`src/sv/ldri_pkg.sv`:
```
// ldri_pkg: shared types and constants of the depth-aware remap interpolator
// no dependencies; imported by every module of the block

package ldri_pkg;

  // lanes, one per source neighbor (top left first)
  localparam int unsigned NUM_LANES = 4;

  // discontinuity ratio is Q0.16
  localparam int unsigned RATIO_FRAC_BITS = 16;
  localparam int unsigned RATIO_BITS      = 16;
  localparam int unsigned CFG_DATA_BITS   = 16;
  localparam int unsigned MODE_BITS       = 2;
  localparam int unsigned STATUS_BITS     = 2;

  // register indexes
  localparam logic REG_INTERP_MODE = 1'b0;
  localparam logic REG_SKIP_RATIO  = 1'b1;

  // interpolation modes; the unused fourth code acts as depth mode
  localparam logic [MODE_BITS-1:0] MODE_NEAREST  = 2'd0;
  localparam logic [MODE_BITS-1:0] MODE_BILINEAR = 2'd1;
  localparam logic [MODE_BITS-1:0] MODE_DEPTH    = 2'd2;

  // result status codes
  localparam logic [STATUS_BITS-1:0] ST_WRITTEN = 2'd0;
  localparam logic [STATUS_BITS-1:0] ST_INVALID = 2'd1;
  localparam logic [STATUS_BITS-1:0] ST_ZERO    = 2'd2;
  localparam logic [STATUS_BITS-1:0] ST_DISCONT = 2'd3;

  // register reset values
  localparam logic [MODE_BITS-1:0]  MODE_RESET  = MODE_DEPTH;
  localparam logic [RATIO_BITS-1:0] RATIO_RESET = 16'd3076;

  // per-request control that travels alongside the payload
  typedef struct packed {
    logic valid;
    logic entry_valid;
  } item_ctl_t;

endpackage

```
`src/sv/ldri_lane.sv`:
```
// ldri_lane: one neighbor lane, weight product and zero-depth flag, registered
// depends on ldri_pkg

module ldri_lane #(
  parameter int unsigned PIXEL_BITS       = 16,
  parameter int unsigned WEIGHT_FRAC_BITS = 16
) (
  input  logic                                   clk,
  input  logic [PIXEL_BITS-1:0]                  nb_i,
  input  logic [WEIGHT_FRAC_BITS:0]              wt_i,
  output logic [PIXEL_BITS+WEIGHT_FRAC_BITS:0]   prod_r,
  output logic [PIXEL_BITS-1:0]                  nb_r,
  output logic                                   zero_r
);
  import ldri_pkg::*;

  localparam int unsigned PW = PIXEL_BITS + WEIGHT_FRAC_BITS + 1;

  // pixel times weight, plus zero detect for the depth check
  always_ff @(posedge clk) begin
    prod_r <= PW'(nb_i) * PW'(wt_i);
    nb_r   <= nb_i;
    zero_r <= (nb_i == '0);
  end

endmodule

```
`src/sv/ldri_merge.sv`:
```
// ldri_merge: combines the lane results into one pixel and status
// depends on ldri_pkg; fed by four ldri_lane instances

module ldri_merge #(
  parameter int unsigned PIXEL_BITS       = 16,
  parameter int unsigned WEIGHT_FRAC_BITS = 16
) (
  input  logic                                                  clk,
  input  logic                                                  rst_n,
  input  ldri_pkg::item_ctl_t                                   ctl_i,
  input  logic [ldri_pkg::NUM_LANES-1:0][PIXEL_BITS+WEIGHT_FRAC_BITS:0] prod_i,
  input  logic [ldri_pkg::NUM_LANES-1:0][PIXEL_BITS-1:0]        nb_i,
  input  logic [ldri_pkg::NUM_LANES-1:0]                        zero_i,
  input  logic [ldri_pkg::MODE_BITS-1:0]                        mode_i,
  input  logic [ldri_pkg::RATIO_BITS-1:0]                       ratio_i,
  output logic                                                  out_valid,
  output logic [PIXEL_BITS-1:0]                                 out_pixel_out,
  output logic [ldri_pkg::STATUS_BITS-1:0]                      out_status
);
  import ldri_pkg::*;

  localparam int unsigned P  = PIXEL_BITS;
  localparam int unsigned W  = WEIGHT_FRAC_BITS;
  localparam int unsigned PW = P + W + 1;
  localparam int unsigned SW = PW + 2;
  localparam int unsigned RW = RATIO_FRAC_BITS + P;
  localparam logic [SW-1:0] ROUND_HALF = SW'(1) << (W - 1);

  // min/max tree over the four neighbors
  logic [P-1:0] lo_a, lo_b, hi_a, hi_b, lo_c, hi_c;
  always_comb begin
    lo_a = (nb_i[0] < nb_i[1]) ? nb_i[0] : nb_i[1];
    hi_a = (nb_i[0] < nb_i[1]) ? nb_i[1] : nb_i[0];
    lo_b = (nb_i[2] < nb_i[3]) ? nb_i[2] : nb_i[3];
    hi_b = (nb_i[2] < nb_i[3]) ? nb_i[3] : nb_i[2];
    lo_c = (lo_a < lo_b) ? lo_a : lo_b;
    hi_c = (hi_a < hi_b) ? hi_b : hi_a;
  end

  // stage 1: pairwise sums, range, zero flag
  item_ctl_t     s1_ctl_r;
  logic [PW:0]   s1_p01_r, s1_p23_r;
  logic [P-1:0]  s1_lo_r, s1_hi_r, s1_tl_r;
  logic          s1_zero_r;

  always_ff @(posedge clk) begin
    if (!rst_n) begin
      s1_ctl_r <= '0;
    end else begin
      s1_ctl_r <= ctl_i;
    end
    s1_p01_r  <= (PW+1)'(prod_i[0]) + (PW+1)'(prod_i[1]);
    s1_p23_r  <= (PW+1)'(prod_i[2]) + (PW+1)'(prod_i[3]);
    s1_lo_r   <= lo_c;
    s1_hi_r   <= hi_c;
    s1_tl_r   <= nb_i[0];
    s1_zero_r <= |zero_i;
  end

  // stage 2: rounded total, spread and threshold product
  item_ctl_t     s2_ctl_r;
  logic [SW-1:0] s2_sum_r;
  logic [P-1:0]  s2_diff_r, s2_tl_r;
  logic [RW-1:0] s2_thr_r;
  logic          s2_zero_r;

  always_ff @(posedge clk) begin
    if (!rst_n) begin
      s2_ctl_r <= '0;
    end else begin
      s2_ctl_r <= s1_ctl_r;
    end
    s2_sum_r  <= SW'(s1_p01_r) + SW'(s1_p23_r) + ROUND_HALF;
    s2_diff_r <= s1_hi_r - s1_lo_r;
    s2_thr_r  <= RW'(ratio_i) * RW'(s1_lo_r);
    s2_tl_r   <= s1_tl_r;
    s2_zero_r <= s1_zero_r;
  end

  // stage 3: saturate, discontinuity compare, final select
  logic [P+2:0]           pix_full;
  logic [P-1:0]           pix_sat;
  logic                   disc;
  logic                   chk_depth;
  logic [P-1:0]           pixel_nxt;
  logic [STATUS_BITS-1:0] status_nxt;

  always_comb begin
    pix_full   = s2_sum_r[SW-1:W];
    pix_sat    = (|pix_full[P+2:P]) ? '1 : pix_full[P-1:0];
    disc       = {s2_diff_r, {RATIO_FRAC_BITS{1'b0}}} > s2_thr_r;
    chk_depth  = (mode_i != MODE_NEAREST) && (mode_i != MODE_BILINEAR);
    pixel_nxt  = '0;
    status_nxt = ST_WRITTEN;
    if (!s2_ctl_r.entry_valid) begin
      status_nxt = ST_INVALID;
    end else if (mode_i == MODE_NEAREST) begin
      pixel_nxt = s2_tl_r;
    end else if (chk_depth && s2_zero_r) begin
      status_nxt = ST_ZERO;
    end else if (chk_depth && disc) begin
      status_nxt = ST_DISCONT;
    end else begin
      pixel_nxt = pix_sat;
    end
  end

  // output register
  always_ff @(posedge clk) begin
    if (!rst_n) begin
      out_valid <= 1'b0;
    end else begin
      out_valid <= s2_ctl_r.valid;
    end
    out_pixel_out <= pixel_nxt;
    out_status    <= status_nxt;
  end

  // a request in stage 1 reaches stage 2 next cycle
  a_s1_to_s2: assert property (@(posedge clk) disable iff (!rst_n)
    s1_ctl_r.valid |=> s2_ctl_r.valid)
    else $error("request lost between stage 1 and stage 2");

  // a rejected pixel always reads zero
  a_reject_zero: assert property (@(posedge clk) disable iff (!rst_n)
    out_valid && (out_status != ST_WRITTEN) |-> out_pixel_out == '0)
    else $error("rejected pixel is not zero");

  // depth rejections only come out of depth mode
  a_depth_only: assert property (@(posedge clk) disable iff (!rst_n)
    out_valid && ((out_status == ST_ZERO) || (out_status == ST_DISCONT))
      |-> (mode_i != MODE_NEAREST) && (mode_i != MODE_BILINEAR))
    else $error("depth rejection outside depth mode");

endmodule

```
`src/sv/lut_depth_remap_interpolator_top.sv`:
```
// lut_depth_remap_interpolator_top: depth-aware bilinear remap interpolator
// depends on ldri_pkg, ldri_lane and ldri_merge
//
//   channel   ports                         handshake
//   request   start, busy, in_*             taken when start && !busy
//   result    out_valid, out_*              one-cycle strobe, no back-pressure
//   config    cfg_we, cfg_idx, cfg_wdata    written when cfg_we
//
// one request per clock; the result strobe is registered through four
// register stages: lane multiply, pair sums, total and ratio multiply,
// compare and select
// busy stays low: the pipeline has no stalls and the receiver cannot hold off
// synchronous active-low reset clears pipeline valids and loads mode 2,
// ratio 3076

module lut_depth_remap_interpolator_top #(
  parameter int unsigned PIXEL_BITS       = 16,
  parameter int unsigned WEIGHT_FRAC_BITS = 16
) (
  input  logic                                   clk,
  input  logic                                   rst_n,
  // request
  input  logic                                   start,
  output logic                                   busy,
  input  logic                                   in_entry_valid,
  input  logic [PIXEL_BITS-1:0]                  in_neighbor_tl,
  input  logic [PIXEL_BITS-1:0]                  in_neighbor_tr,
  input  logic [PIXEL_BITS-1:0]                  in_neighbor_bl,
  input  logic [PIXEL_BITS-1:0]                  in_neighbor_br,
  input  logic [WEIGHT_FRAC_BITS:0]              in_weight_tl,
  input  logic [WEIGHT_FRAC_BITS:0]              in_weight_tr,
  input  logic [WEIGHT_FRAC_BITS:0]              in_weight_bl,
  input  logic [WEIGHT_FRAC_BITS:0]              in_weight_br,
  // result
  output logic                                   out_valid,
  output logic [PIXEL_BITS-1:0]                  out_pixel_out,
  output logic [ldri_pkg::STATUS_BITS-1:0]       out_status,
  // configuration
  input  logic                                   cfg_we,
  input  logic                                   cfg_idx,
  input  logic [ldri_pkg::CFG_DATA_BITS-1:0]     cfg_wdata
);
  import ldri_pkg::*;

  localparam int unsigned PW = PIXEL_BITS + WEIGHT_FRAC_BITS + 1;

  // configuration registers
  logic [MODE_BITS-1:0]  interp_mode_r;
  logic [RATIO_BITS-1:0] skip_ratio_r;

  always_ff @(posedge clk) begin
    if (!rst_n) begin
      interp_mode_r <= MODE_RESET;
      skip_ratio_r  <= RATIO_RESET;
    end else if (cfg_we) begin
      case (cfg_idx)
        REG_INTERP_MODE: interp_mode_r <= cfg_wdata[MODE_BITS-1:0];
        REG_SKIP_RATIO:  skip_ratio_r  <= cfg_wdata[RATIO_BITS-1:0];
        default: ;
      endcase
    end
  end

  // pipeline never stalls
  assign busy = 1'b0;

  // lane operands, top left first
  logic [NUM_LANES-1:0][PIXEL_BITS-1:0]     nb;
  logic [NUM_LANES-1:0][WEIGHT_FRAC_BITS:0] wt;
  logic [NUM_LANES-1:0][PW-1:0]             prod;
  logic [NUM_LANES-1:0][PIXEL_BITS-1:0]     nb_q;
  logic [NUM_LANES-1:0]                     zero_q;

  assign nb = {in_neighbor_br, in_neighbor_bl, in_neighbor_tr, in_neighbor_tl};
  assign wt = {in_weight_br, in_weight_bl, in_weight_tr, in_weight_tl};

  // control alongside the lane stage
  item_ctl_t ctl0_r;
  always_ff @(posedge clk) begin
    if (!rst_n) begin
      ctl0_r <= '0;
    end else begin
      ctl0_r.valid       <= start && !busy;
      ctl0_r.entry_valid <= in_entry_valid;
    end
  end

  // four lanes in parallel
  for (genvar g = 0; g < NUM_LANES; g++) begin : g_lane
    ldri_lane #(
      .PIXEL_BITS       (PIXEL_BITS),
      .WEIGHT_FRAC_BITS (WEIGHT_FRAC_BITS)
    ) u_lane (
      .clk    (clk),
      .nb_i   (nb[g]),
      .wt_i   (wt[g]),
      .prod_r (prod[g]),
      .nb_r   (nb_q[g]),
      .zero_r (zero_q[g])
    );
  end

  // merge stage
  ldri_merge #(
    .PIXEL_BITS       (PIXEL_BITS),
    .WEIGHT_FRAC_BITS (WEIGHT_FRAC_BITS)
  ) u_merge (
    .clk           (clk),
    .rst_n         (rst_n),
    .ctl_i         (ctl0_r),
    .prod_i        (prod),
    .nb_i          (nb_q),
    .zero_i        (zero_q),
    .mode_i        (interp_mode_r),
    .ratio_i       (skip_ratio_r),
    .out_valid     (out_valid),
    .out_pixel_out (out_pixel_out),
    .out_status    (out_status)
  );

endmodule

```
`config.mk`:
```
export PLATFORM = sky130hd
export DESIGN_NAME = lut_depth_remap_interpolator_top
export DESIGN_NICKNAME = d
export VERILOG_FILES = /design/src/sv/ldri_pkg.sv /design/src/sv/ldri_lane.sv /design/src/sv/ldri_merge.sv /design/src/sv/lut_depth_remap_interpolator_top.sv
export SDC_FILE = /design/constraint.sdc
export NUM_CORES = 2
export LEC_CHECK = 0
export BUFFER_PORTS_ARGS = -buffer_cell sky130_fd_sc_hd__buf_2
export CAP_MARGIN = 20
export CORE_MARGIN = 2
export CORE_UTILIZATION = 30
export DETAILED_ROUTE_END_ITERATION = 7
export PLACE_DENSITY = 0.45
export SKIP_LAST_GASP = 1
export SLEW_MARGIN = 40
export SYNTH_ARGS = -nofsm -noshare
export SYNTH_HDL_FRONTEND = slang
export SYNTH_HIERARCHICAL = 1
export SYNTH_SLANG_ARGS = --single-unit
```
`constraint.sdc`:
```
create_clock -name clk -period 6.1 [get_ports clk]
set_input_delay 0 -clock clk [delete_from_list [all_inputs] [get_ports clk]]
set_output_delay 0 -clock clk [all_outputs]
set_load 0.005 [all_outputs]
```
# Yosys cells after proc, flatten, opt, wreduce, memory -nomap -nowiden

Index checks and enable logic that the tools add are counted.

Bits in registers: 460
Word-level logic and storage cells: 80

Add/sub/neg operators: 5
Multiply operators: 5
Order comparisons: 5
Eq/ne operators: 1
Multiplexer cells: 13
Bitwise gates (word level): 2
Reduce and logical (&&, ||, !) cells: 14

Operators by type and width:

| cell                                                                     | count |
|---|---|
| 16-bit two-way mux                                                       | 10 |
| 16-bit by 17-bit multiplier with 33-bit output                           | 4 |
| 33-bit by 33-bit adder with 34-bit output                                | 2 |
| 16-bit zero test                                                         | 4 |
| 16-bit < comparator                                                      | 4 |
| 34-bit by 34-bit adder with 35-bit output                                | 1 |
| 35-bit by 16-bit adder with 35-bit output (second input constant)        | 1 |
| 32-bit greater-than comparator                                           | 1 |
| 16-bit by 16-bit multiplier with 32-bit output                           | 1 |
| 16-bit subtractor                                                        | 1 |
| 2-bit two-way mux                                                        | 2 |
| 2-bit AND reduction                                                      | 2 |
| 4-bit OR reduction                                                       | 1 |
| 1-bit logical AND                                                        | 3 |
| 3-bit OR reduction                                                       | 1 |
| 2-bit zero test                                                          | 1 |
| 2-bit by 1-bit inequality test with 1-bit output (second input constant) | 1 |
| 1-bit inverter                                                           | 2 |
| 2-bit nonzero test                                                       | 1 |
| 2-bit OR reduction                                                       | 1 |
| 1-bit two-way mux                                                        | 1 |

# Longest topological paths before layout

Word-level depth: 6
Gate-level depth with buffers: 24
Gate-level depth less buffers: 22

# Modules after synthesis

The synthesis kept the hierarchy.

Modules (own cells, without submodules):

| module                            | times used | cells each | area an instance (sq um) |
|---|---|---|---|
| ldri_merge                        | 1          | 2428       | 21702.1 |
| ldri_lane at g_lane[0].u_lane ... | 2          | 1129       | 10234.8 |
| ldri_lane at g_lane[3].u_lane     | 1          | 1112       | 10152.2 |
| ldri_lane at g_lane[2].u_lane     | 1          | 1093       | 10060.9 |
| lut_depth_remap_interpolator_top  | 1          | 89         | 835.8 |

# Worst setup path before layout

No wires, ideal clock.

Path kind: reg-to-reg
Start point: reg u_merge.s1_lo_r[7]
End point: reg u_merge.s2_thr_r[25]
Library setup time: 72 ps
Arrival time: 6008 ps
Required time: 6028 ps
Slack: 20 ps
Cell stages (with the launch flop): 23
Path buffers: 2
Path through: dfxtp_1 clkbuf_1 clkbuf_1 nand2_1 fa_1 inv_1 fa_1 fa_1 fa_1 fa_1 inv_1 fa_1 inv_1 ha_1 a21o_1 a21o_1 a21o_1 o21a_1 a41o_1 o31a_1 a211o_1 a21oi_1 xnor2_1

Word-level cells in the longest chain between the ends: 1

Ends and longest elaborated chain:

| what                                           | line             | text |
|---|---|---|
| start: declaration                             | ldri_merge.sv:43 | `logic [P-1:0] s1_lo_r, s1_hi_r, s1_tl_r;` |
| start signal: assignment                       | ldri_merge.sv:54 | `s1_lo_r <= lo_c;` |
| 16-bit by 16-bit multiplier with 32-bit output | ldri_merge.sv:75 | `s2_thr_r <= RW'(ratio_i) * RW'(s1_lo_r);` |
| end signal: assignment                         | ldri_merge.sv:75 |  |
| end: declaration                               | ldri_merge.sv:64 | `logic [RW-1:0] s2_thr_r;` |

Every way passes these cells.
A chain may end at the register's enable or synchronous reset.

# Worst setup path after layout

Start point: reg u_merge.s1_lo_r[4]
End point: reg u_merge.s2_thr_r[25]

Same word-level chain as after synthesis.

==> results.sh <==
export IMPL_status="complete, no violations"
export IMPL_yosysSeqAreaShare=0.141
export IMPL_syn_to_final_growth_pct=11.8
export IMPL_synth_edf_count=0
export IMPL_grt_pass1_vias=50900
export IMPL_synthCells=6980
export IMPL_n_fill_cell=21900
export IMPL_worstPathMaxFanout=9
export IMPL_synth_top_cell_by_area="fa_1"
export IMPL_tritoncts="yes"
export IMPL_cp_data_required_time_ns=6.66
export IMPL_track_usage=0.174
export IMPL_grt_max_degree=48
export IMPL_setup_viol_count_final=0
export IMPL_drc=0
export IMPL_synth_area_leaders="fa_1 33%, ha_1 15%, dfxtp_1 14%"
export IMPL_place_port_buffers=172
export IMPL_slew_headroom=0.486
export IMPL_period_minus_slack_ns=5.96
export IMPL_timing_fmax_mhz=168
export IMPL_tightest_slew_ns=0.763
export IMPL_hold_viol=0
export IMPL_synth_nets=8909
export IMPL_gp_congestion=0.860
export IMPL_critPathKind="flop to flop"
export IMPL_drt_iter0_drc=2370
export IMPL_cts_num_sinks=444
export IMPL_synthDistinctLibCells=99
export IMPL_clk_pin_slew_ns=0.07
export IMPL_finalCritPeriodShare=0.978
export IMPL_yosysWarnings=6
export IMPL_clk_latency_ns=0.63
export IMPL_layout_commonest_cell="inv_1"
export IMPL_postRouteAntennaNets=0
export IMPL_cts_root_buf="clkbuf_16"
export IMPL_num_vias=47200
export IMPL_clk_path_buf_depth=3
export IMPL_numCtsBuffers=51
export IMPL_start_util=0.302
export IMPL_slew_viol_final=0
export IMPL_drtPass1Iterations=5
export IMPL_final_cell_mix="1324 x inv_1, 1028 x fa_1, 908 x nand2_1"
export IMPL_ys_flop_type="dfxtp_1"
export IMPL_antenna_found_initial=8
export IMPL_die_h_um=463
export IMPL_dieWidth_um=463
export IMPL_avgSynthCellArea_sq_um=9.06
export IMPL_routed_via_density=4.68
export IMPL_fin_nets=9163
export IMPL_min_path_type="input pin to flop"
export IMPL_syn_area_sq_um=63200
export IMPL_start_kind="flop"
export IMPL_synth_seq_cells=444
export IMPL_grt_overflow=0
export IMPL_ios=174
export IMPL_synth_top_cell_area_share=0.326
export IMPL_dp_hpwl_um=153000
export IMPL_totalWireLength_um=185000
export IMPL_design_core_area_sq_um=210000
export IMPL_async_flop_share=0
export IMPL_grt_pass1_wl_um=295000
export IMPL_die_area_sq_um=214000
export IMPL_max_cap_violations=0
export IMPL_end_kind="flop"
export IMPL_skew_ns=0.0226
export IMPL_rsz0062_at_grt="yes"
export IMPL_rows=168
export IMPL_cp_data_arrival_time_ns=6.52
export IMPL_wl_per_cell_um=18.3
export IMPL_postLayoutCoreUtil=0.337
export IMPL_drive_above_1_share=0.0685
export IMPL_htree_levels=2
## cell families (layout without fill, tap and decap cells)
family,after synthesis,count (layout),share of synthesized area
buffers and inverters,1564,1856,0.0953
muxes,69,69,0.0110
and+or+nand+nor,2106,2106,0.165
other,1,10,0.0000593
AOI/OAI and AO/OA,807,807,0.0844
adders and majority gates,1775,1775,0.473
DFF,444,444,0.141
xor gates and xnor gates,214,214,0.0296
## worst max-delay path: stages, from the launching register on
cell and delay, ns:
dfxtp_4 0.39, and2_1 0.19, fa_1 0.53, inv_1 0.05, fa_1 0.49, inv_1 0.06
fa_1 0.53, fa_1 0.46, fa_1 0.50, inv_1 0.05, fa_1 0.50, inv_1 0.05
ha_1 0.28, a21o_1 0.18, a21o_1 0.17, a21o_1 0.19, o21a_1 0.19, a41o_4 0.27
o31a_1 0.27, a211o_1 0.27, a21oi_2 0.15, xnor2_1 0.12
## Yosys cell counts (all sizes together) (16+ instances only)
cell type / instances
o31ai: 16
nand4: 54
nor3: 46
nor2b: 32
nand2: 910
a31oi: 20
o21bai: 23
and3: 33
nor2: 183
fa: 1029
buf: 28
a21oi: 255
clkbuf: 212
xor2: 63
or3: 19
and4: 16
nor4: 25
a21o: 115
mux2i: 68
a211oi: 33
ha: 746
dfxtp: 444
xnor2: 151
o21ai: 160
nand3: 66
o21a: 51
nand2b: 23
and2: 661
o211ai: 21
inv: 1324
## final cells by class
cell class / instances / area (sq um) / area share
Antenna cell: 9 / 22.5 / 0.000319
Clock buffer: 60 / 1350 / 0.0191
Clock inverter: 31 / 302 / 0.00427
Inverter: 1324 / 4970 / 0.0703
Multi-Input combinational cell: 4972 / 48400 / 0.685
Sequential cell: 444 / 8930 / 0.126
Tap cell: 2805 / 3510 / 0.0497
Timing Repair Buffer: 441 / 3210 / 0.0454
## path summary, 6_finish.rpt
kind                       startpoint  slack [ns]                         end  cells after the start
hold / removal        in_weight_br[1]        0.04  g_lane[3].u_lane/prod_r[1]                      3
setup / recovery   u_merge/s1_lo_r[4]        0.14        u_merge/s2_thr_r[25]                     21
setup reg to reg   u_merge/s1_lo_r[4]        0.14        u_merge/s2_thr_r[25]                     21
hold reg to reg   u_merge/s1_tl_r[10]        0.32         u_merge/s2_tl_r[10]                      0
## sequential cells by signal, indices dropped and copies added (netlist names), 19 cells and up
register,cells
u_merge/s2_sum_r,19
u_merge/s1_p23_r,34
g_lane.u_lane/prod_r,132
u_merge/s2_thr_r,32
g_lane.u_lane/nb_r,64
u_merge/s1_p01_r,34
## metal layers
layer / track usage / vias to the layer above / wire length [um]
met5: 0 / - / 26
li1: - / 22300 / -
met3: 0.0160 / 188 / 5680
met4: 0.0417 / 4 / 4520
met2: 0.306 / 773 / 91200
met1: 0.230 / 23900 / 83100
## per-stage QoR
step / cells / hold slack (ns) / cell area [sq um] / setup TNS (ns) / worst slack [ns]
2_1_floorplan: 6980 / 0.0277 / 63200 / 0 / 0.0196
3_3_place_gp: 9861 / 0.217 / 67600 / -0.153 / -0.0784
3_5_place_dp: 9861 / 0.225 / 67600 / -0.118 / -0.0995
4_1_cts: 10100 / 0.00410 / 70600 / 0 / 0.000833
5_1_grt: 10100 / 0.0452 / 70600 / -0.152 / -0.0894
6_report: 10100 / 0.0358 / 70700 / 0 / 0.136
## timing repair
action | CTS | global route
pin swaps | 2 | 4
resized for setup | 18 | 24
setup endpoints to repair | 4 | 8
setup buffers | 0 | 1
endpoints found under the hold margin | 94 | 0
hold buffers | 124 | 0
Power is left out: the tool's default activity adds up to more than one toggle a clock period on the data nets, which glitch-free logic cannot reach.
